===== config.mk =====
export PLATFORM = sky130hd
export DESIGN_NAME = include_directive_scanner
export DESIGN_NICKNAME = d
export VERILOG_FILES = /design/src/sv/isd_pkg.sv /design/src/sv/isd_scan.sv /design/src/sv/isd_outbuf.sv /design/src/sv/include_directive_scanner.sv
export SDC_FILE = /design/constraint.sdc
export NUM_CORES = 1
export LEC_CHECK = 0
export ABC_AREA = 1
export BUFFER_PORTS_ARGS = -buffer_cell sky130_fd_sc_hd__buf_2
export CAP_MARGIN = 20
export CELL_PAD_IN_SITES_DETAIL_PLACEMENT = 0
export CELL_PAD_IN_SITES_GLOBAL_PLACEMENT = 1
export CORE_MARGIN = 1
export CORE_UTILIZATION = 40
export DETAILED_ROUTE_END_ITERATION = 16
export GPL_TIMING_DRIVEN = 0
export PLACE_DENSITY = 0.84
export SLEW_MARGIN = 20
export SYNTH_ARGS = -nofsm -noshare
export SYNTH_HDL_FRONTEND = slang
export SYNTH_SLANG_ARGS = --single-unit

===== constraint.sdc =====
create_clock -name clk_i -period 2.55 [get_ports clk_i]
set_clock_uncertainty 0.2 [all_clocks]
set_input_delay 0.255 -clock clk_i [delete_from_list [all_inputs] [get_ports clk_i]]
set_output_delay 0.255 -clock clk_i [all_outputs]
set_load 0.1 [all_outputs]

===== src/sv/isd_pkg.sv =====
// ----------------------------------------------------------------------------
// isd_pkg: shared types and constants for the include directive scanner
// Parse states, result kinds, the result word and the character codes.
// ----------------------------------------------------------------------------
package isd_pkg;

  typedef enum logic [10:0] {
    PS_HASH   = 11'h001,
    PS_KEY_I  = 11'h002,
    PS_KEY_N  = 11'h004,
    PS_KEY_C  = 11'h008,
    PS_KEY_L  = 11'h010,
    PS_KEY_U  = 11'h020,
    PS_KEY_D  = 11'h040,
    PS_KEY_E  = 11'h080,
    PS_OPEN   = 11'h100,
    PS_NAME   = 11'h200,
    PS_IGNORE = 11'h400
  } parse_state_e;

  typedef enum logic [1:0] {
    KIND_BYTE  = 2'd0,
    KIND_DONE  = 2'd1,
    KIND_ABORT = 2'd2
  } result_kind_e;

  typedef struct packed {
    result_kind_e kind;
    logic [7:0]   name_byte;
    logic         overflow;
  } result_t;

  localparam logic [7:0] CH_HASH  = 8'h23;
  localparam logic [7:0] CH_LT    = 8'h3C;
  localparam logic [7:0] CH_GT    = 8'h3E;
  localparam logic [7:0] CH_QUOTE = 8'h22;
  localparam logic [7:0] CH_TAB   = 8'h09;
  localparam logic [7:0] CH_NL    = 8'h0A;
  localparam logic [7:0] CH_SPACE = 8'h20;
  localparam logic [7:0] CH_I     = 8'h69;
  localparam logic [7:0] CH_N     = 8'h6E;
  localparam logic [7:0] CH_C     = 8'h63;
  localparam logic [7:0] CH_L     = 8'h6C;
  localparam logic [7:0] CH_U     = 8'h75;
  localparam logic [7:0] CH_D     = 8'h64;
  localparam logic [7:0] CH_E     = 8'h65;

endpackage


===== src/sv/isd_scan.sv =====
// ----------------------------------------------------------------------------
// isd_scan: directive parser
// Holds the parse state and the name length; makes at most one result per byte.
// ----------------------------------------------------------------------------
module isd_scan #(
  parameter int MAX_NAME = 255
) (
  input  logic             clk_i,
  input  logic             rst_ni,
  input  logic             step_i,
  input  logic [7:0]       in_byte_i,
  input  logic             end_of_stream_i,
  output logic             res_valid_o,
  output isd_pkg::result_t res_o
);

  localparam int LenW = $clog2(MAX_NAME + 2);
  localparam logic [LenW-1:0] MaxLen   = LenW'(MAX_NAME);
  localparam logic [LenW-1:0] MaxLenP1 = LenW'(MAX_NAME + 1);

  isd_pkg::parse_state_e state_q, state_d, kw_next;
  logic [LenW-1:0]       len_q, len_d;
  logic                  blank, newline, closing;

  assign blank   = (in_byte_i == isd_pkg::CH_SPACE) || (in_byte_i == isd_pkg::CH_TAB);
  assign newline = (in_byte_i == isd_pkg::CH_NL);
  assign closing = (in_byte_i == isd_pkg::CH_QUOTE) || (in_byte_i == isd_pkg::CH_LT) ||
                   (in_byte_i == isd_pkg::CH_GT);

  // keyword follower
  always_comb begin
    kw_next = isd_pkg::PS_IGNORE;
    case (state_q)
      isd_pkg::PS_HASH: begin
        if (in_byte_i == isd_pkg::CH_HASH) kw_next = isd_pkg::PS_KEY_I;
        else if (blank)                    kw_next = isd_pkg::PS_HASH;
      end
      isd_pkg::PS_KEY_I: begin
        if (in_byte_i == isd_pkg::CH_I) kw_next = isd_pkg::PS_KEY_N;
        else if (blank)                 kw_next = isd_pkg::PS_KEY_I;
      end
      isd_pkg::PS_KEY_N: if (in_byte_i == isd_pkg::CH_N) kw_next = isd_pkg::PS_KEY_C;
      isd_pkg::PS_KEY_C: if (in_byte_i == isd_pkg::CH_C) kw_next = isd_pkg::PS_KEY_L;
      isd_pkg::PS_KEY_L: if (in_byte_i == isd_pkg::CH_L) kw_next = isd_pkg::PS_KEY_U;
      isd_pkg::PS_KEY_U: if (in_byte_i == isd_pkg::CH_U) kw_next = isd_pkg::PS_KEY_D;
      isd_pkg::PS_KEY_D: if (in_byte_i == isd_pkg::CH_D) kw_next = isd_pkg::PS_KEY_E;
      isd_pkg::PS_KEY_E: begin
        if (in_byte_i == isd_pkg::CH_E) kw_next = isd_pkg::PS_OPEN;
        else if (blank)                 kw_next = isd_pkg::PS_KEY_E;
      end
      isd_pkg::PS_OPEN: begin
        if (in_byte_i == isd_pkg::CH_I)                                kw_next = isd_pkg::PS_KEY_N;
        else if ((in_byte_i == isd_pkg::CH_QUOTE) ||
                 (in_byte_i == isd_pkg::CH_LT))                        kw_next = isd_pkg::PS_NAME;
        else if (blank)                                                kw_next = isd_pkg::PS_OPEN;
      end
      default: kw_next = isd_pkg::PS_IGNORE;
    endcase
  end

  always_comb begin
    state_d             = state_q;
    len_d               = len_q;
    res_valid_o         = 1'b0;
    res_o.kind          = isd_pkg::KIND_BYTE;
    res_o.name_byte     = 8'h00;
    res_o.overflow      = 1'b0;
    if (end_of_stream_i) begin
      state_d     = isd_pkg::PS_HASH;
      len_d       = '0;
      res_valid_o = 1'b1;
      res_o.kind  = isd_pkg::KIND_ABORT;
    end else if (state_q == isd_pkg::PS_NAME) begin
      if (newline) begin
        // newline inside a name is dropped
      end else if (closing) begin
        state_d        = isd_pkg::PS_IGNORE;
        len_d          = '0;
        res_valid_o    = 1'b1;
        res_o.kind     = isd_pkg::KIND_DONE;
        res_o.overflow = (len_q > MaxLen);
      end else if (len_q < MaxLen) begin
        len_d           = len_q + 1'b1;
        res_valid_o     = 1'b1;
        res_o.name_byte = in_byte_i;
      end else begin
        len_d = MaxLenP1;
      end
    end else if (newline) begin
      // a partial directive may continue on the next line
      case (state_q)
        isd_pkg::PS_HASH, isd_pkg::PS_KEY_I, isd_pkg::PS_KEY_N, isd_pkg::PS_KEY_C,
        isd_pkg::PS_KEY_L, isd_pkg::PS_KEY_U, isd_pkg::PS_KEY_D, isd_pkg::PS_KEY_E,
        isd_pkg::PS_OPEN: state_d = state_q;
        default:          state_d = isd_pkg::PS_HASH;
      endcase
    end else begin
      state_d = kw_next;
      if (kw_next == isd_pkg::PS_NAME) len_d = '0;
    end
  end

  always_ff @(posedge clk_i or negedge rst_ni) begin
    if (!rst_ni) begin
      state_q <= isd_pkg::PS_HASH;
      len_q   <= '0;
    end else if (step_i) begin
      state_q <= state_d;
      len_q   <= len_d;
    end
  end

endmodule


===== src/sv/isd_outbuf.sv =====
// ----------------------------------------------------------------------------
// isd_outbuf: two-entry result buffer
// Output register plus skid entry, so input ready never waits on output ready.
// ----------------------------------------------------------------------------
module isd_outbuf (
  input  logic             clk_i,
  input  logic             rst_ni,
  input  logic             push_i,
  input  isd_pkg::result_t data_i,
  output logic             ready_o,
  output logic             valid_o,
  input  logic             pop_ready_i,
  output isd_pkg::result_t data_o
);

  logic [1:0]       count_q, count_d;
  isd_pkg::result_t head_q, tail_q;
  logic             pop;

  assign pop     = valid_o && pop_ready_i;
  assign valid_o = (count_q != 2'd0);
  assign ready_o = (count_q != 2'd2);
  assign data_o  = head_q;

  always_comb begin
    count_d = count_q;
    case (count_q)
      2'd0:    if (push_i) count_d = 2'd1;
      2'd1: begin
        if (push_i && !pop)      count_d = 2'd2;
        else if (pop && !push_i) count_d = 2'd0;
      end
      2'd2:    if (pop) count_d = 2'd1;
      default: count_d = 2'd0;
    endcase
  end

  always_ff @(posedge clk_i or negedge rst_ni) begin
    if (!rst_ni) begin
      count_q <= 2'd0;
    end else begin
      count_q <= count_d;
    end
  end

  always_ff @(posedge clk_i) begin
    if (count_q == 2'd2) begin
      if (pop) head_q <= tail_q;
    end else if (push_i) begin
      if (count_q == 2'd0 || pop) head_q <= data_i;
      else                        tail_q <= data_i;
    end
  end

endmodule


===== src/sv/include_directive_scanner.sv =====
// ----------------------------------------------------------------------------
// include_directive_scanner: include directive name extractor
// Finds #include "name" / <name> lines in a byte stream and emits the name.
// ----------------------------------------------------------------------------
// One source byte is taken per cycle, back to back, while the buffer has room, and
// its result is registered in the result buffer. Each byte causes at most one
// result: a name byte, a name-complete word (with overflow flag once the name
// passed MAX_NAME bytes) or a stream-ended word when end_of_stream_i is set.
// The input stays ready while the two-entry result buffer has room, so it
// only stalls once two result words are waiting at the output.
module include_directive_scanner #(
  parameter int MAX_NAME = 255
) (
  input  logic       clk_i,
  input  logic       rst_ni,
  input  logic       in_valid_i,
  output logic       in_ready_o,
  input  logic [7:0] in_byte_i,
  input  logic       end_of_stream_i,
  output logic       out_valid_o,
  input  logic       out_ready_i,
  output logic [1:0] result_kind_o,
  output logic [7:0] name_byte_o,
  output logic       name_overflow_o
);

  logic             step, res_valid;
  isd_pkg::result_t res, head;

  assign step = in_valid_i && in_ready_o;

  isd_scan #(
    .MAX_NAME(MAX_NAME)
  ) u_scan (
    .clk_i          (clk_i),
    .rst_ni         (rst_ni),
    .step_i         (step),
    .in_byte_i      (in_byte_i),
    .end_of_stream_i(end_of_stream_i),
    .res_valid_o    (res_valid),
    .res_o          (res)
  );

  isd_outbuf u_outbuf (
    .clk_i      (clk_i),
    .rst_ni     (rst_ni),
    .push_i     (step && res_valid),
    .data_i     (res),
    .ready_o    (in_ready_o),
    .valid_o    (out_valid_o),
    .pop_ready_i(out_ready_i),
    .data_o     (head)
  );

  assign result_kind_o   = head.kind;
  assign name_byte_o     = head.name_byte;
  assign name_overflow_o = head.overflow;

endmodule


==> impl_metrics.toml <==
[drt]
drcViolationCount = 0
drtIter0Drc = 58
vias = 2260
ant_nets = 0
drt_pass1_iterations = 4
routedWlPerCell_um = 11.34
drt_wl_total_mm = 5.387
vias_per_cell = 4.758

[logic_synthesis]
synth-async-reset-ratio = 0.5000
synth_area_mm2 = 0.002798
synth_seq_cells = 44
synth_nets = 376
ys_top_cells_by_area = "edfxtp_1, dfrtp_1, nand2_1"
yosys_warnings = 0
syn_avg_cell_area_um2 = 7.750
synth_edf_count = 22
yosys-top-cells-count = "nand2_1, nor2_1, inv_1, edfxtp_1, dfrtp_1"
synth_most_common_cell = "nand2_1"
netlist_instances = 361
yosysTopAreaCell = "edfxtp_1"
netlist.area_leader.share = 0.2361
synthFlopType = "edfxtp_1"
yosysSeqAreaShare = 0.4334
synth_cell_types = 36

[outcome]
status = "finished, final reports clean"

[worst_setup_path]
timing.rr.end = "u_outbuf.data_o[0]"
startpoint = "u_scan.state_q[5]"
crit_arrival_ps = 2120
rrSetupSlack_ps = 180
timing.rr.start = "u_scan.state_q[5]"
cp.required_ps = 2300
cp_max_fo = 11
reg2reg_depth = 10
critPathKind = "register to register"
startpoint_type = "register"
end_kind = "register"

[clocking]
htreeDepth = 2
cts_made_buffers = 5
cts_tree = "yes"
clk_latency_ps = 300
clkTransAtPathRegs_ps = 90
clock_sinks = 44
cts-root-buf = "clkbuf_8"
cts_max_path_buffers = 2

[placement]
hpwl_mm = 4.317
io_buffers = 25
dp.cells = 466
placed_cell_area_mm2 = 0.003024
place_congestion = 0.9102

[timing]
tightest_slew_ps = 547.6
setup_viol = 0
final-hold-violation-count = 0
timing.final.crit_share = 0.9309
fmax_mhz = 421.3
period_needed_ps = 2374
drv_slew = 0
finalSetupTns_ps = 0
slew_headroom = 0.6349
rsz0062_at_grt = "no"

[global_routing]
grt_use_total = 0.1609
grt_overflow_total = 0
antenna_found_initial = 0
grt_pass1_vias = 2092
grt_max_degree = 23
grt_pass1_wl_mm = 9.356

[power_and_ir_drop]
leakagePower_nw = 1.460
vdd_ir_drop_max_v = 0.0002321
power_density_mw_per_mm2 = 594.6

[worst_hold_path]
hp-class = "primary input to register"
hp-start = "end_of_stream_i"
hold_end = "u_outbuf.tail_q[10]"
hold_path_depth = 1

[floorplan]
dieArea_mm2 = 0.007333
die_w_um = 85.63
die_y_um = 85.63
coreArea_mm2 = 0.006756
ioPinCount = 26
start_util = 0.4141
rows = 30

[cells_and_area]
fin_util = 0.4743
num_antenna_cells = 0
drive_above_1_share = 0.2481
fin_area_mm2 = 0.003204
fillerInstances = 659
multiInputGateArea_mm2 = 0.001371
instances_no_fill = 475
area_growth_pct = 14.53
seq_area_mm2 = 0.001212
layout.nets = 409

[flow_run]
drv_cap = 0
[cell families after synthesis]
group                    synth area share
buffers and inverters             0.08050
adder cells (fa/ha/maj)          0.008943
XOR/XNOR                         0.009393
flip-flops                         0.4334
AND/OR/NAND/NOR                    0.3752
AO/OA/AOI/OAI                     0.09258
[critical path: stages (launching register included)]
cell and delay (ps):
dfrtp_1 410, nor2_2 150, nand2_2 110, nor2_4 140, nand2_4 70, inv_2 90, nand2_1 70, o21bai_2 190
nand2_2 80, nand2_2 80, o22ai_2 430
[power breakdown]
| group | internal, W | leakage, nW | switching (W) |
|---|---|---|---|
| registers | 0.000782 | 0.500 | 0.0000171 |
| clock network | 0.000490 | 0.0784 | 0.000252 |
| logic | 0.0000879 | 0.882 | 0.000277 |
[flip-flops by register name (all words and copies together) (netlist names)]
name / cells
u_scan.state_q: 11
u_outbuf.data_o: 11
u_outbuf.tail_q: 11
u_outbuf.count_q: 2
u_scan.len_q: 9
[area by class of cell]
class                      instances  area share
multi-input combinational        261      0.4280
sequential                        44      0.3784
inverter                          52     0.06091
timing repair buffer              26     0.04217
tap                               80     0.03124
clock inverter                     3     0.02811
clock buffer                       5     0.02148
buffer                             4    0.009762
[how the worst max path moves through the flow]
| stage | endpoint | slack [ps] | cells past startpoint |
|---|---|---|---|
| 3_3_place_gp | u_outbuf.data_o[6] | -140 | 10 |
| 5_1_grt | u_outbuf.data_o[1] | 10 | 10 |
| 3_5_place_dp | u_outbuf.data_o[2] | -160 | 10 |
| 4_1_cts | u_outbuf.tail_q[0] | 120 | 10 |
| 2_1_floorplan | u_outbuf.data_o[0] | 70 | 4 |
| 6_report | u_outbuf.data_o[0] | 180 | 10 |
[routing by layer]
metal,global-route usage,vias up,wire length [um]
met2,0.2691,43,2465
met3,0.03176,6,157
met5,0,-,0
met4,0.04545,0,63
li1,-,1226,-
met1,0.2128,985,2700
[layout by cell type (no fill, tap or decap), types with 7 or more instances in the layout]
cell / count
nand2_2: 15
nand2_1: 87
dfrtp_1: 21
a21oi_1: 10
nor2_1: 50
nor2_4: 7
nor2_2: 11
edfxtp_1: 22
nand3_1: 20
buf_2: 25
inv_1: 43
nor3_1: 9
inv_2: 9
[through the flow]
| stage | setup WS, ps | hold WS (ps) | power [W] |
|---|---|---|---|
| final | 176.2 | 36.10 | 0.001905 |
| after global placement | -143.7 | 63.54 | 0.001177 |
| after global routing | 11.60 | 42.97 | 0.001989 |
| after floorplan | 65.65 | -240.6 | 0.001107 |
| after detailed placement | -163.7 | 64.92 | 0.001179 |
| after CTS | 123.0 | 36.45 | 0.001920 |
[timing repair]
item	in CTS	in global routing
gates cloned	0	0
endpoints found under the setup margin	11	11
resized for setup	1	1
hold buffers	1	0
endpoints found under the hold margin	21	0
buffers inserted	0	0
Note: power is estimated with default switching activity, not from simulation.
